==> src/rtl/core/ncpe_pkg.sv <==
// Shared types, constants and the microcode program of the composite pixel encoder.
// Used by ncpe_ctrl, ncpe_datapath and the top level; depends on nothing else.
`default_nettype none

package ncpe_pkg;

    // Multiplier operand and accumulator widths.
    localparam int A_W   = 35;
    localparam int B_W   = 18;
    localparam int P_W   = A_W + B_W;
    localparam int ACC_W = 56;
    localparam int H_W   = 32;

    // Filter history depths.
    localparam int LUMA_TAPS   = 7;
    localparam int CHROMA_TAPS = 4;

    // Program length of one rendered pixel.
    localparam int NSTEPS = 21;
    localparam int STEP_W = 5;
    localparam logic [STEP_W-1:0] LAST_STEP = STEP_W'(NSTEPS - 1);

    localparam logic [6:0] BLACK_LEVEL_RESET = 7'd10;
    localparam logic [6:0] LEVEL_MAX         = 7'd125;

    typedef enum logic [3:0] {
        A_ZERO, A_LY, A_LI, A_LQ,
        A_LY3, A_LY4, A_LY5, A_LY6,
        A_IY1, A_IY2, A_IY3,
        A_QY1, A_QY2, A_QY3,
        A_SIG
    } a_sel_t;

    typedef enum logic [1:0] {B_CONST, B_TAB_I, B_TAB_Q} b_sel_t;

    typedef enum logic [1:0] {ACC_HOLD, ACC_LOAD, ACC_ADD} acc_op_t;

    typedef enum logic [3:0] {
        WB_NONE, WB_LX, WB_IX, WB_QX, WB_LY, WB_IY, WB_QY, WB_SIG, WB_OUT
    } wb_op_t;

    typedef enum logic [1:0] {FIR_NONE, FIR_L, FIR_I, FIR_Q} fir_op_t;

    // One datapath command: a multiply, an accumulator action on the product
    // registered in the previous cycle, a write-back and a feed-forward sum.
    typedef struct packed {
        a_sel_t                a_sel;
        b_sel_t                b_sel;
        logic signed [B_W-1:0] coef;
        acc_op_t               acc_op;
        wb_op_t                wb;
        fir_op_t               fir;
    } cmd_t;

    typedef struct packed {
        logic capture;
        cmd_t cmd;
    } ctl_cmd_t;

    typedef struct packed {
        logic out_free;
    } dp_status_t;

    localparam cmd_t CMD_NOP = '{A_ZERO, B_CONST, '0, ACC_HOLD, WB_NONE, FIR_NONE};

    function automatic cmd_t mk(input a_sel_t a, input b_sel_t b,
                                input logic signed [B_W-1:0] c, input acc_op_t o,
                                input wb_op_t w, input fir_op_t f);
        cmd_t r;
        r.a_sel  = a;
        r.b_sel  = b;
        r.coef   = c;
        r.acc_op = o;
        r.wb     = w;
        r.fir    = f;
        return r;
    endfunction

    // Quadrature subcarrier weights in 1/4096 units.
    function automatic logic signed [B_W-1:0] chroma_weight(input logic [1:0] idx);
        logic signed [B_W-1:0] w;
        unique case (idx)
            2'd0: w = -18'sd2230;
            2'd1: w = -18'sd3435;
            2'd2: w = 18'sd2230;
            2'd3: w = 18'sd3435;
        endcase
        return w;
    endfunction

    // Microcode for one rendered pixel. The accumulator always acts on the
    // product of the previous step, so a LOAD or ADD lags its multiply.
    function automatic cmd_t step_cmd(input logic [STEP_W-1:0] step);
        cmd_t c;
        unique case (step)
            5'd0:  c = mk(A_LY,  B_CONST, 18'sd1897,   ACC_HOLD, WB_NONE, FIR_NONE);
            5'd1:  c = mk(A_LI,  B_CONST, 18'sd1413,   ACC_LOAD, WB_NONE, FIR_NONE);
            5'd2:  c = mk(A_LQ,  B_CONST, 18'sd75,     ACC_LOAD, WB_LX,   FIR_NONE);
            5'd3:  c = mk(A_LY3, B_CONST, -18'sd151,   ACC_LOAD, WB_IX,   FIR_NONE);
            5'd4:  c = mk(A_LY4, B_CONST, 18'sd8115,   ACC_LOAD, WB_QX,   FIR_NONE);
            5'd5:  c = mk(A_LY5, B_CONST, -18'sd38312, ACC_ADD,  WB_NONE, FIR_L);
            5'd6:  c = mk(A_LY6, B_CONST, 18'sd36586,  ACC_ADD,  WB_NONE, FIR_NONE);
            5'd7:  c = mk(A_IY1, B_CONST, 18'sd16559,  ACC_ADD,  WB_NONE, FIR_NONE);
            5'd8:  c = mk(A_IY2, B_CONST, -18'sd72008, ACC_LOAD, WB_LY,   FIR_NONE);
            5'd9:  c = mk(A_IY3, B_CONST, 18'sd109682, ACC_ADD,  WB_NONE, FIR_I);
            5'd10: c = mk(A_QY1, B_CONST, 18'sd2612,   ACC_ADD,  WB_NONE, FIR_NONE);
            5'd11: c = mk(A_QY2, B_CONST, -18'sd9007,  ACC_LOAD, WB_IY,   FIR_NONE);
            5'd12: c = mk(A_QY3, B_CONST, 18'sd10453,  ACC_ADD,  WB_NONE, FIR_Q);
            5'd13: c = mk(A_IY3, B_TAB_I, 18'sd0,      ACC_ADD,  WB_NONE, FIR_NONE);
            5'd14: c = mk(A_ZERO, B_CONST, 18'sd0,     ACC_LOAD, WB_QY,   FIR_NONE);
            5'd15: c = mk(A_QY3, B_TAB_Q, 18'sd0,      ACC_HOLD, WB_NONE, FIR_NONE);
            5'd16: c = mk(A_ZERO, B_CONST, 18'sd0,     ACC_ADD,  WB_NONE, FIR_NONE);
            5'd17: c = mk(A_ZERO, B_CONST, 18'sd0,     ACC_HOLD, WB_SIG,  FIR_NONE);
            5'd18: c = mk(A_SIG, B_CONST, 18'sd100,    ACC_HOLD, WB_NONE, FIR_NONE);
            5'd19: c = mk(A_ZERO, B_CONST, 18'sd0,     ACC_LOAD, WB_NONE, FIR_NONE);
            5'd20: c = mk(A_ZERO, B_CONST, 18'sd0,     ACC_HOLD, WB_OUT,  FIR_NONE);
            default: c = CMD_NOP;
        endcase
        return c;
    endfunction

endpackage

`default_nettype wire

==> src/rtl/core/ncpe_ctrl.sv <==
// Sequencer of the composite pixel encoder: accepts items and steps the microcode.
// Depends on ncpe_pkg.
`default_nettype none

module ncpe_ctrl
    import ncpe_pkg::*;
(
    input  wire logic       aclk,
    input  wire logic       aresetn,
    input  wire logic       s_tvalid,
    input  wire logic       pixel_enable,
    output logic            s_tready,
    output ctl_cmd_t        ctl,
    input  wire dp_status_t status
);

    typedef enum logic {ST_IDLE, ST_RUN} state_t;

    state_t            state_reg;
    logic [STEP_W-1:0] step_reg;
    logic              accept;
    logic              stall;

    assign s_tready = (state_reg == ST_IDLE);
    assign accept   = s_tvalid && s_tready;
    // The final write-back waits while the output register holds a result that is not being taken.
    assign stall    = (step_reg == LAST_STEP) && !status.out_free;

    always_comb begin
        ctl.capture = accept;
        ctl.cmd     = ((state_reg == ST_RUN) && !stall) ? step_cmd(step_reg) : CMD_NOP;
    end

    always_ff @(posedge aclk) begin
        if (!aresetn) begin
            state_reg <= ST_IDLE;
            step_reg  <= '0;
        end else begin
            unique case (state_reg)
                ST_IDLE: begin
                    if (accept && pixel_enable) begin
                        state_reg <= ST_RUN;
                        step_reg  <= '0;
                    end
                end
                ST_RUN: begin
                    if (!stall) begin
                        if (step_reg == LAST_STEP) begin
                            state_reg <= ST_IDLE;
                        end else begin
                            step_reg <= step_reg + 1'b1;
                        end
                    end
                end
            endcase
        end
    end

endmodule

`default_nettype wire

==> src/rtl/core/ncpe_datapath.sv <==
// Datapath of the composite pixel encoder: color sums, filter histories, shared MAC,
// black level register and output register. Depends on ncpe_pkg.
`default_nettype none

module ncpe_datapath
    import ncpe_pkg::*;
(
    input  wire logic        aclk,
    input  wire logic        aresetn,
    input  wire ctl_cmd_t    ctl,
    output dp_status_t       status,
    input  wire logic [47:0] s_tdata,
    input  wire logic        line_start,
    input  wire logic [1:0]  column_phase,
    input  wire logic        black_level_we,
    input  wire logic [6:0]  black_level_wdata,
    output logic             m_tvalid,
    input  wire logic        m_tready,
    output logic [7:0]       m_tdata
);

    logic [8:0] red_sum_reg, green_sum_reg, blue_sum_reg;
    logic [1:0] phase_reg;
    logic [6:0] black_level_reg;

    logic [H_W-1:0] lx_hist_reg [LUMA_TAPS];
    logic [H_W-1:0] ly_hist_reg [LUMA_TAPS];
    logic [H_W-1:0] ix_hist_reg [CHROMA_TAPS];
    logic [H_W-1:0] iy_hist_reg [CHROMA_TAPS];
    logic [H_W-1:0] qx_hist_reg [CHROMA_TAPS];
    logic [H_W-1:0] qy_hist_reg [CHROMA_TAPS];

    logic signed [P_W-1:0]   prod_reg;
    logic signed [ACC_W-1:0] acc_reg;
    logic [H_W-1:0]          fir_reg;
    logic signed [A_W-1:0]   sig_reg;
    logic [6:0]              out_level_reg;
    logic                    out_valid_reg;

    logic signed [15:0] rs, gs, bs;
    logic signed [15:0] y_raw, i_raw, q_raw;
    logic signed [24:0] y_scaled, i_scaled, q_scaled;
    logic signed [15:0] ly_val, li_val, lq_val;
    logic signed [A_W-1:0] a_op;
    logic signed [B_W-1:0] b_op;
    logic signed [P_W-1:0] prod_comb;
    logic [H_W-1:0] fir_l, fir_i, fir_q, fir_s7, fir_s3;
    logic [H_W-1:0] x_new, y_new16, y_new12;
    logic signed [34:0] lvl_sum;
    logic [6:0] lvl_clamped;

    // Y, I and Q of the pixel pair, scaled by 257 and shifted down by 7.
    always_comb begin
        rs = 16'(signed'({1'b0, red_sum_reg}));
        gs = 16'(signed'({1'b0, green_sum_reg}));
        bs = 16'(signed'({1'b0, blue_sum_reg}));
        y_raw = 16'sd5 * rs + 16'sd11 * gs + 16'sd2 * bs;
        i_raw = 16'sd10 * rs - 16'sd4 * gs - 16'sd5 * bs;
        q_raw = 16'sd3 * rs - 16'sd8 * gs + 16'sd5 * bs;
        y_scaled = (25'(y_raw) <<< 8) + 25'(y_raw);
        i_scaled = (25'(i_raw) <<< 8) + 25'(i_raw);
        q_scaled = (25'(q_raw) <<< 8) + 25'(q_raw);
        ly_val = y_scaled[22:7];
        li_val = i_scaled[22:7];
        lq_val = q_scaled[22:7];
    end

    always_comb begin
        unique case (ctl.cmd.a_sel)
            A_ZERO:  a_op = '0;
            A_LY:    a_op = A_W'(ly_val);
            A_LI:    a_op = A_W'(li_val);
            A_LQ:    a_op = A_W'(lq_val);
            A_LY3:   a_op = A_W'(signed'(ly_hist_reg[3]));
            A_LY4:   a_op = A_W'(signed'(ly_hist_reg[4]));
            A_LY5:   a_op = A_W'(signed'(ly_hist_reg[5]));
            A_LY6:   a_op = A_W'(signed'(ly_hist_reg[6]));
            A_IY1:   a_op = A_W'(signed'(iy_hist_reg[1]));
            A_IY2:   a_op = A_W'(signed'(iy_hist_reg[2]));
            A_IY3:   a_op = A_W'(signed'(iy_hist_reg[3]));
            A_QY1:   a_op = A_W'(signed'(qy_hist_reg[1]));
            A_QY2:   a_op = A_W'(signed'(qy_hist_reg[2]));
            A_QY3:   a_op = A_W'(signed'(qy_hist_reg[3]));
            A_SIG:   a_op = sig_reg;
            default: a_op = '0;
        endcase
        unique case (ctl.cmd.b_sel)
            B_CONST: b_op = ctl.cmd.coef;
            B_TAB_I: b_op = chroma_weight(phase_reg);
            B_TAB_Q: b_op = chroma_weight(phase_reg - 2'd1);
            default: b_op = '0;
        endcase
    end

    assign prod_comb = a_op * b_op;

    // Feed-forward parts of the filters; sums wrap at 32 bits like the histories.
    always_comb begin
        fir_s7 = lx_hist_reg[2] + lx_hist_reg[4];
        fir_l  = lx_hist_reg[0] + lx_hist_reg[6]
               + ((lx_hist_reg[1] + lx_hist_reg[5]) << 2)
               + ((fir_s7 << 3) - fir_s7)
               + (lx_hist_reg[3] << 3);
        fir_s3 = ix_hist_reg[1] + ix_hist_reg[2];
        fir_i  = ix_hist_reg[0] + ix_hist_reg[3] + (fir_s3 << 1) + fir_s3;
        fir_q  = qx_hist_reg[0] + qx_hist_reg[3]
               + ((qx_hist_reg[1] + qx_hist_reg[2]) << 1)
               + (qx_hist_reg[1] + qx_hist_reg[2]);
    end

    always_comb begin
        x_new   = acc_reg[47:16];
        y_new16 = fir_reg + acc_reg[47:16];
        y_new12 = fir_reg + acc_reg[43:12];
        lvl_sum = 35'(signed'(acc_reg[47:14])) + 35'(signed'({1'b0, black_level_reg}));
        if (lvl_sum < 0) begin
            lvl_clamped = '0;
        end else if (lvl_sum > 35'(LEVEL_MAX)) begin
            lvl_clamped = LEVEL_MAX;
        end else begin
            lvl_clamped = lvl_sum[6:0];
        end
    end

    assign status.out_free = !out_valid_reg || m_tready;
    assign m_tvalid        = out_valid_reg;
    assign m_tdata         = {1'b0, out_level_reg};

    // Payload registers without reset.
    always_ff @(posedge aclk) begin
        if (ctl.capture) begin
            red_sum_reg   <= {1'b0, s_tdata[7:0]}   + {1'b0, s_tdata[31:24]};
            green_sum_reg <= {1'b0, s_tdata[15:8]}  + {1'b0, s_tdata[39:32]};
            blue_sum_reg  <= {1'b0, s_tdata[23:16]} + {1'b0, s_tdata[47:40]};
            phase_reg     <= column_phase;
        end
        prod_reg <= prod_comb;
        unique case (ctl.cmd.acc_op)
            ACC_HOLD: acc_reg <= acc_reg;
            ACC_LOAD: acc_reg <= ACC_W'(prod_reg);
            ACC_ADD:  acc_reg <= acc_reg + ACC_W'(prod_reg);
            default:  acc_reg <= acc_reg;
        endcase
        unique case (ctl.cmd.fir)
            FIR_NONE: fir_reg <= fir_reg;
            FIR_L:    fir_reg <= fir_l;
            FIR_I:    fir_reg <= fir_i;
            FIR_Q:    fir_reg <= fir_q;
        endcase
        if (ctl.cmd.wb == WB_SIG) begin
            sig_reg <= A_W'(signed'(ly_hist_reg[LUMA_TAPS-1])) + signed'(acc_reg[46:12]);
        end
        if (ctl.cmd.wb == WB_OUT) begin
            out_level_reg <= lvl_clamped;
        end
    end

    // Filter histories: cleared by reset and by a line start, shifted on write-back.
    always_ff @(posedge aclk) begin
        if (!aresetn || (ctl.capture && line_start)) begin
            for (int i = 0; i < LUMA_TAPS; i++) begin
                lx_hist_reg[i] <= '0;
                ly_hist_reg[i] <= '0;
            end
            for (int i = 0; i < CHROMA_TAPS; i++) begin
                ix_hist_reg[i] <= '0;
                iy_hist_reg[i] <= '0;
                qx_hist_reg[i] <= '0;
                qy_hist_reg[i] <= '0;
            end
        end else begin
            unique case (ctl.cmd.wb)
                WB_LX: begin
                    for (int i = 0; i < LUMA_TAPS - 1; i++) lx_hist_reg[i] <= lx_hist_reg[i+1];
                    lx_hist_reg[LUMA_TAPS-1] <= x_new;
                end
                WB_LY: begin
                    for (int i = 0; i < LUMA_TAPS - 1; i++) ly_hist_reg[i] <= ly_hist_reg[i+1];
                    ly_hist_reg[LUMA_TAPS-1] <= y_new16;
                end
                WB_IX: begin
                    for (int i = 0; i < CHROMA_TAPS - 1; i++) ix_hist_reg[i] <= ix_hist_reg[i+1];
                    ix_hist_reg[CHROMA_TAPS-1] <= x_new;
                end
                WB_IY: begin
                    for (int i = 0; i < CHROMA_TAPS - 1; i++) iy_hist_reg[i] <= iy_hist_reg[i+1];
                    iy_hist_reg[CHROMA_TAPS-1] <= y_new16;
                end
                WB_QX: begin
                    for (int i = 0; i < CHROMA_TAPS - 1; i++) qx_hist_reg[i] <= qx_hist_reg[i+1];
                    qx_hist_reg[CHROMA_TAPS-1] <= x_new;
                end
                WB_QY: begin
                    for (int i = 0; i < CHROMA_TAPS - 1; i++) qy_hist_reg[i] <= qy_hist_reg[i+1];
                    qy_hist_reg[CHROMA_TAPS-1] <= y_new12;
                end
                default: begin
                end
            endcase
        end
    end

    // Control registers.
    always_ff @(posedge aclk) begin
        if (!aresetn) begin
            out_valid_reg   <= 1'b0;
            black_level_reg <= BLACK_LEVEL_RESET;
        end else begin
            if (ctl.cmd.wb == WB_OUT) begin
                out_valid_reg <= 1'b1;
            end else if (m_tready) begin
                out_valid_reg <= 1'b0;
            end
            if (black_level_we) begin
                black_level_reg <= black_level_wdata;
            end
        end
    end

endmodule

`default_nettype wire

==> src/rtl/core/ntsc_composite_pixel_encoder.sv <==
// Composite pixel encoder top level: one composite sample per rendered pixel pair.
// A rendered item's result is valid once the last microcode step writes it to the output register.
// A new item is taken only once the last one's microcode has finished, since the single
// shared multiplier runs all feedback filter taps, input scalings and the modulation in
// sequence; a masked item is taken while the block stays idle and produces no result.
// Reset (aresetn low, synchronous): filters cleared, black level 10, no result held.
`default_nettype none

module ntsc_composite_pixel_encoder
    import ncpe_pkg::*;
(
    input  wire logic        aclk,
    input  wire logic        aresetn,

    // Input pixel pair channel.
    input  wire logic        s_tvalid,
    output logic             s_tready,
    // tdata from bit 0: red_a, green_a, blue_a, red_b, green_b, blue_b (8 bits each)
    input  wire logic [47:0] s_tdata,
    // tuser from bit 0: pixel_enable, line_start, column_phase[1:0]
    input  wire logic [3:0]  s_tuser,

    // Composite sample channel.
    output logic             m_tvalid,
    input  wire logic        m_tready,
    // tdata from bit 0: composite_level[6:0], one zero pad bit
    output logic [7:0]       m_tdata,

    // Black level register, to be written only while the block is idle; the block does not enforce this.
    input  wire logic        black_level_we,
    input  wire logic [6:0]  black_level_wdata
);

    // The controller hands one command per cycle to the datapath and learns
    // from it whether the output register can take a new result.
    ctl_cmd_t   ctl;
    dp_status_t status;

    // The controller accepts an item whenever it is idle, even while the
    // previous result still waits in the output register; only the final
    // write-back of the next item waits for that transfer to complete.
    ncpe_ctrl u_ctrl (
        .aclk         (aclk),
        .aresetn      (aresetn),
        .s_tvalid     (s_tvalid),
        .pixel_enable (s_tuser[0]),
        .s_tready     (s_tready),
        .ctl          (ctl),
        .status       (status)
    );

    // The datapath holds the filter histories, the multiply-accumulate unit
    // and the output register. A line start clears the histories on the
    // transfer itself, masked pixel or not.
    ncpe_datapath u_datapath (
        .aclk              (aclk),
        .aresetn           (aresetn),
        .ctl               (ctl),
        .status            (status),
        .s_tdata           (s_tdata),
        .line_start        (s_tuser[1]),
        .column_phase      (s_tuser[3:2]),
        .black_level_we    (black_level_we),
        .black_level_wdata (black_level_wdata),
        .m_tvalid          (m_tvalid),
        .m_tready          (m_tready),
        .m_tdata           (m_tdata)
    );

endmodule

`default_nettype wire

==> config.mk <==
export PLATFORM = sky130hd
export DESIGN_NAME = ntsc_composite_pixel_encoder
export DESIGN_NICKNAME = d
export VERILOG_FILES = /design/src/rtl/core/ncpe_pkg.sv /design/src/rtl/core/ncpe_ctrl.sv /design/src/rtl/core/ncpe_datapath.sv /design/src/rtl/core/ntsc_composite_pixel_encoder.sv
export SDC_FILE = /design/constraint.sdc
export NUM_CORES = 2
export LEC_CHECK = 0
export ABC_AREA = 1
export BUFFER_PORTS_ARGS = -buffer_cell sky130_fd_sc_hd__buf_2
export CELL_PAD_IN_SITES_DETAIL_PLACEMENT = 1
export CELL_PAD_IN_SITES_GLOBAL_PLACEMENT = 2
export CORE_ASPECT_RATIO = 1.75
export CORE_MARGIN = 2
export CORE_UTILIZATION = 38
export CTS_CLUSTER_SIZE = 14
export DETAILED_ROUTE_END_ITERATION = 6
export PLACE_DENSITY = 0.82
export SLEW_MARGIN = 20
export SYNTH_ARGS = -nofsm -noshare
export SYNTH_HDL_FRONTEND = slang
export SYNTH_SLANG_ARGS = --single-unit
==> constraint.sdc <==
create_clock -name aclk -period 10.5 [get_ports aclk]
set_input_delay 0 -clock aclk [delete_from_list [all_inputs] [get_ports aclk]]
set_output_delay 0 -clock aclk [all_outputs]
set_load 0.05 [all_outputs]
==> impl_results.md <==
- Clk Latency, worst-skew pair: 0.79 ns
- Yosys reg bits: 1045
- EDFF count, synth: 951
- Antenna Violating Nets Remaining: 0
- DRC: 0
- Final wirelength: 368000 microns
- Max Slew Vio Count: 0
- CTS sink cnt: 1045
- Row cnt: 238
- Worst R2R End: u_datapath.prod_reg[46]$_DFF_P_
- Syn-to-layout area delta: 22.7%
- Nets: 13100
- FFs w/ async S/R, synth: 0%
- Synth Flop Type: edfxtp_1
- Status: finished, violations left
- Die Span Y: 655 microns
- R2r setup slk: -0.95 ns
- GPL Wtd Cong: 0.993
- Placed wire-length estimate: 292000 microns
- Most used cell, CP: fa_1
- Vias per inst: 5.27
- Pleak: 51.5 nW
- Main combinational cell family by area after synthesis: adder cells
- Slowest-stage cell, CP: fa_2
- Post-synthesis compound-gate area fraction: 9.44%
- IO Count: 74
- Critical Path Fanout Max: 4
- Arrival @ worst endpoint: 12.08 ns
- Power Dens Cells: 322 nW/um^2
- CTS tree: yes
- Die Width: 376 microns
- Hold Path Sink: u_datapath.red_sum_reg[1]$_DFFE_PP_
- Fill cells: 27700
- Cells after Synth: 10500
- Fmax: 0.0873 GHz
- Worst rel slew slack: 10.2%
- RSZ-0062 raised after global routing: true
- Root Buffer Master: clkbuf_16
- Pin count of the biggest net entering global routing: 193
- H-tree levels: 3
- Final Critical Period: 11.45 ns
- Worst setup EP type: flip-flop
- Number of flip-flops in the largest register: 224
- Req. time, crit path: 11.13 ns
- Non-Filler Instances: 14800
- Peak supply drop: 439 uV
- Worst hold start: s_tdata[25]
- Total GRT Usage: 29.6%
- Mux share of post-synthesis cell area: 0%
- Max incr delay on CP: 0.61 ns
- Worst-Margin Slew: 1.35 ns
- Crit path launch type: flip-flop
- Setup CP Type: flip-flop to flip-flop
- Gr ovfl total: 0
- Worst hold path type: primary input to flip-flop
- Final worst-path cycle share: 109%
- Final setup viols: 33
- Reg2reg path depth: 54
- Worst Slack Setup Final: -0.955 ns
- Synthesized cell area: 91900 sq um
- Clock Tree Buf Depth: 3
- IO buf count: 72
- Register area share after synthesis: 33.1%
- Initial antenna violation count: 5
- Layout Utilization: 46.9%
- Pre-antenna DRT Iters: 7
- Simple logic cell fraction of the synthesized area: 15.6%
- Final hold viol count: 0
- Synth Area in Adders: 27.5%
- Layout cell share with drive strength beyond 1: 17.1%
- Routed WL per cell: 24.9 microns
- Netlist cell types: 75
- Starting Density: 38.2%
- Total CTS buffers: 113
- Vias in the first global route: 88400
- Core area: 240000 sq um
- Placed cells: 14300
- Die area: 246000 sq um
- Worst Hold Depth: 4
- Origin of the critical flop-to-flop path: u_datapath.blue_sum_reg[3]$_DFFE_PP_
- Max-cap violations: 0
- Synth Area in XOR/XNOR: 3.94%
- Final Skew: 0.0667 ns
- Mapped Nets: 12100
- Mapped Avg Cell Area: 8.73 sq um
- Clock input transition at the sequential cells of the worst setup and hold paths: 0.07 ns
- Failing checks: setup timing
- DR iter-0 viols: 3887
- First-pass GRT wire length: 541000 microns
- Setup TNS: -20.80 ns
- Syn. warnings: 0
- Vias: 77900
worst max path at each step:
stage / slack (ns) / to / from
after floorplan: 0.03 / u_datapath.prod_reg[46]$_DFF_P_ / u_datapath.blue_sum_reg[1]$_DFFE_PP_
after global placement: -2.92 / u_datapath.prod_reg[47]$_DFF_P_ / u_datapath.blue_sum_reg[3]$_DFFE_PP_
after detailed placement: -2.76 / u_datapath.prod_reg[46]$_DFF_P_ / u_datapath.blue_sum_reg[3]$_DFFE_PP_
after CTS: -0.84 / u_datapath.prod_reg[47]$_DFF_P_ / u_datapath.green_sum_reg[3]$_DFFE_PP_
after global routing: -1.39 / u_datapath.prod_reg[47]$_DFF_P_ / u_datapath.red_sum_reg[1]$_DFFE_PP_
final: -0.95 / u_datapath.prod_reg[46]$_DFF_P_ / u_datapath.blue_sum_reg[3]$_DFFE_PP_
final cells by class:
class	instances	area, sq um	share of cell area [%]
Multi-Input combinational cell	6961	56200	49.8
Sequential cell	1045	30400	27.0
Timing Repair Buffer	1145	9650	8.56
Inverter	2293	8660	7.69
Tap cell	3120	3900	3.46
Clock buffer	137	2990	2.65
Clock inverter	70	905	0.802
Timing Repair inverter	1	16.3	0.0144
Antenna cell	6	15.0	0.0133
synth_stat cells (11+ instances only):
cell type  number  area, sq um
o21ai_1        24          120
nor4_1         32          200
xnor2_1       147         1290
o21a_1         42          315
clkbuf_1      173          649
nor3_1         72          360
nand3_1       278         1390
dfxtp_1        94         1880
a21boi_0       22          165
o21ai_0       375         1880
a211oi_1       15          113
o2111ai_1      16          140
o221ai_1       31          272
fa_1          850        17000
xor2_1        264         2310
a21oi_1       657         3290
nand3b_1       13         97.6
inv_2          16         60.1
o21bai_1       38          285
nand4_1        52          325
a31oi_1        60          375
or2_2          46          288
ha_1          660         8260
o22ai_1        39          244
edfxtp_1      951        28600
o31ai_1        14          105
a21o_1         27          203
buf_2          41          205
nand2_1      1661         6230
nor2_1       1346         5050
o211ai_1       25          188
inv_1        2266         8510
a221oi_1       65          569
clkinv_1       11         41.3
report_power, final:
part	leakage, nW	total (mW)	internal (mW)	switching, mW
sequential	10.6	5.13	4.94	0.194
clock	1.88	4.35	2.45	1.90
combinational	39.0	26.9	12.0	14.8
total	51.5	36.3	19.4	16.9
per-layer routing:
metal / GRT usage, % / part of all wire, %
met5: 0 / 0.0068
met4: 28.9 / 12
met1: 26.5 / 32
met2: 56.6 / 54
met3: 3.21 / 3.0
cells in the final DEF, fill, tap and decap left out, drive strengths merged, types with 10 or more instances in the layout:
cell type       n
a211oi         15
xnor2         147
o21a           42
xor2          264
a21oi         662
nor3           73
fa            850
o22ai          39
o2111ai        16
a21boi         26
nor2         1352
o31ai          14
dlygate4sd3    97
clkbuf        141
o21ai         402
o221ai         31
inv          2284
ha            660
nand3b         13
a2111oi        10
dfxtp          94
nor4           35
o211ai         25
a31oi          60
edfxtp        951
a21o           28
nand4          57
a221oi         65
bufinv         17
o311ai         10
nand2        1668
clkinv         57
o21bai         38
or2            47
buf          1043
nand3         282
what timing repair did:
action                     4_1_cts  5_1_grt
gates cloned                     3        1
setup endpoints to repair       38       39
hold buffers                    97        0
hold endpoints to repair        74        0
buffers inserted               125       89
resized for setup              576      444
pin swaps                      223      254
cell families after synthesis:
kind of cell	count (synthesis)
compound gates	1495
xor+xnor	412
fa+ha+maj	1510
buf+inv	2522
flops	1045
other cells	1
simple gates	3543
critical path: cells and delay by family, from the launching register on:
family                     cells  cell delay, ns
AOI/OAI and AO/OA             11            2.13
xor gates and xnor gates       2            0.24
adders and majority gates     13            5.47
buffers and inverters         14            1.41
DFF                            1            0.49
and+or+nand+nor               14            1.50
per-stage QoR:
step | hold WS, ns | area (sq um) | worst slack [ns] | total power, mW
6_report | 0.0554 | 113000 | -0.955 | 36.3
5_1_grt | 0.0827 | 113000 | -1.39 | 38.5
4_1_cts | 0.0300 | 110000 | -0.841 | 33.3
3_5_place_dp | 0.184 | 102000 | -2.76 | 25.3
3_3_place_gp | 0.183 | 102000 | -2.92 | 24.9
2_1_floorplan | 0.0989 | 91900 | 0.0317 | 15.3
(Power assumes the default switching activity.)
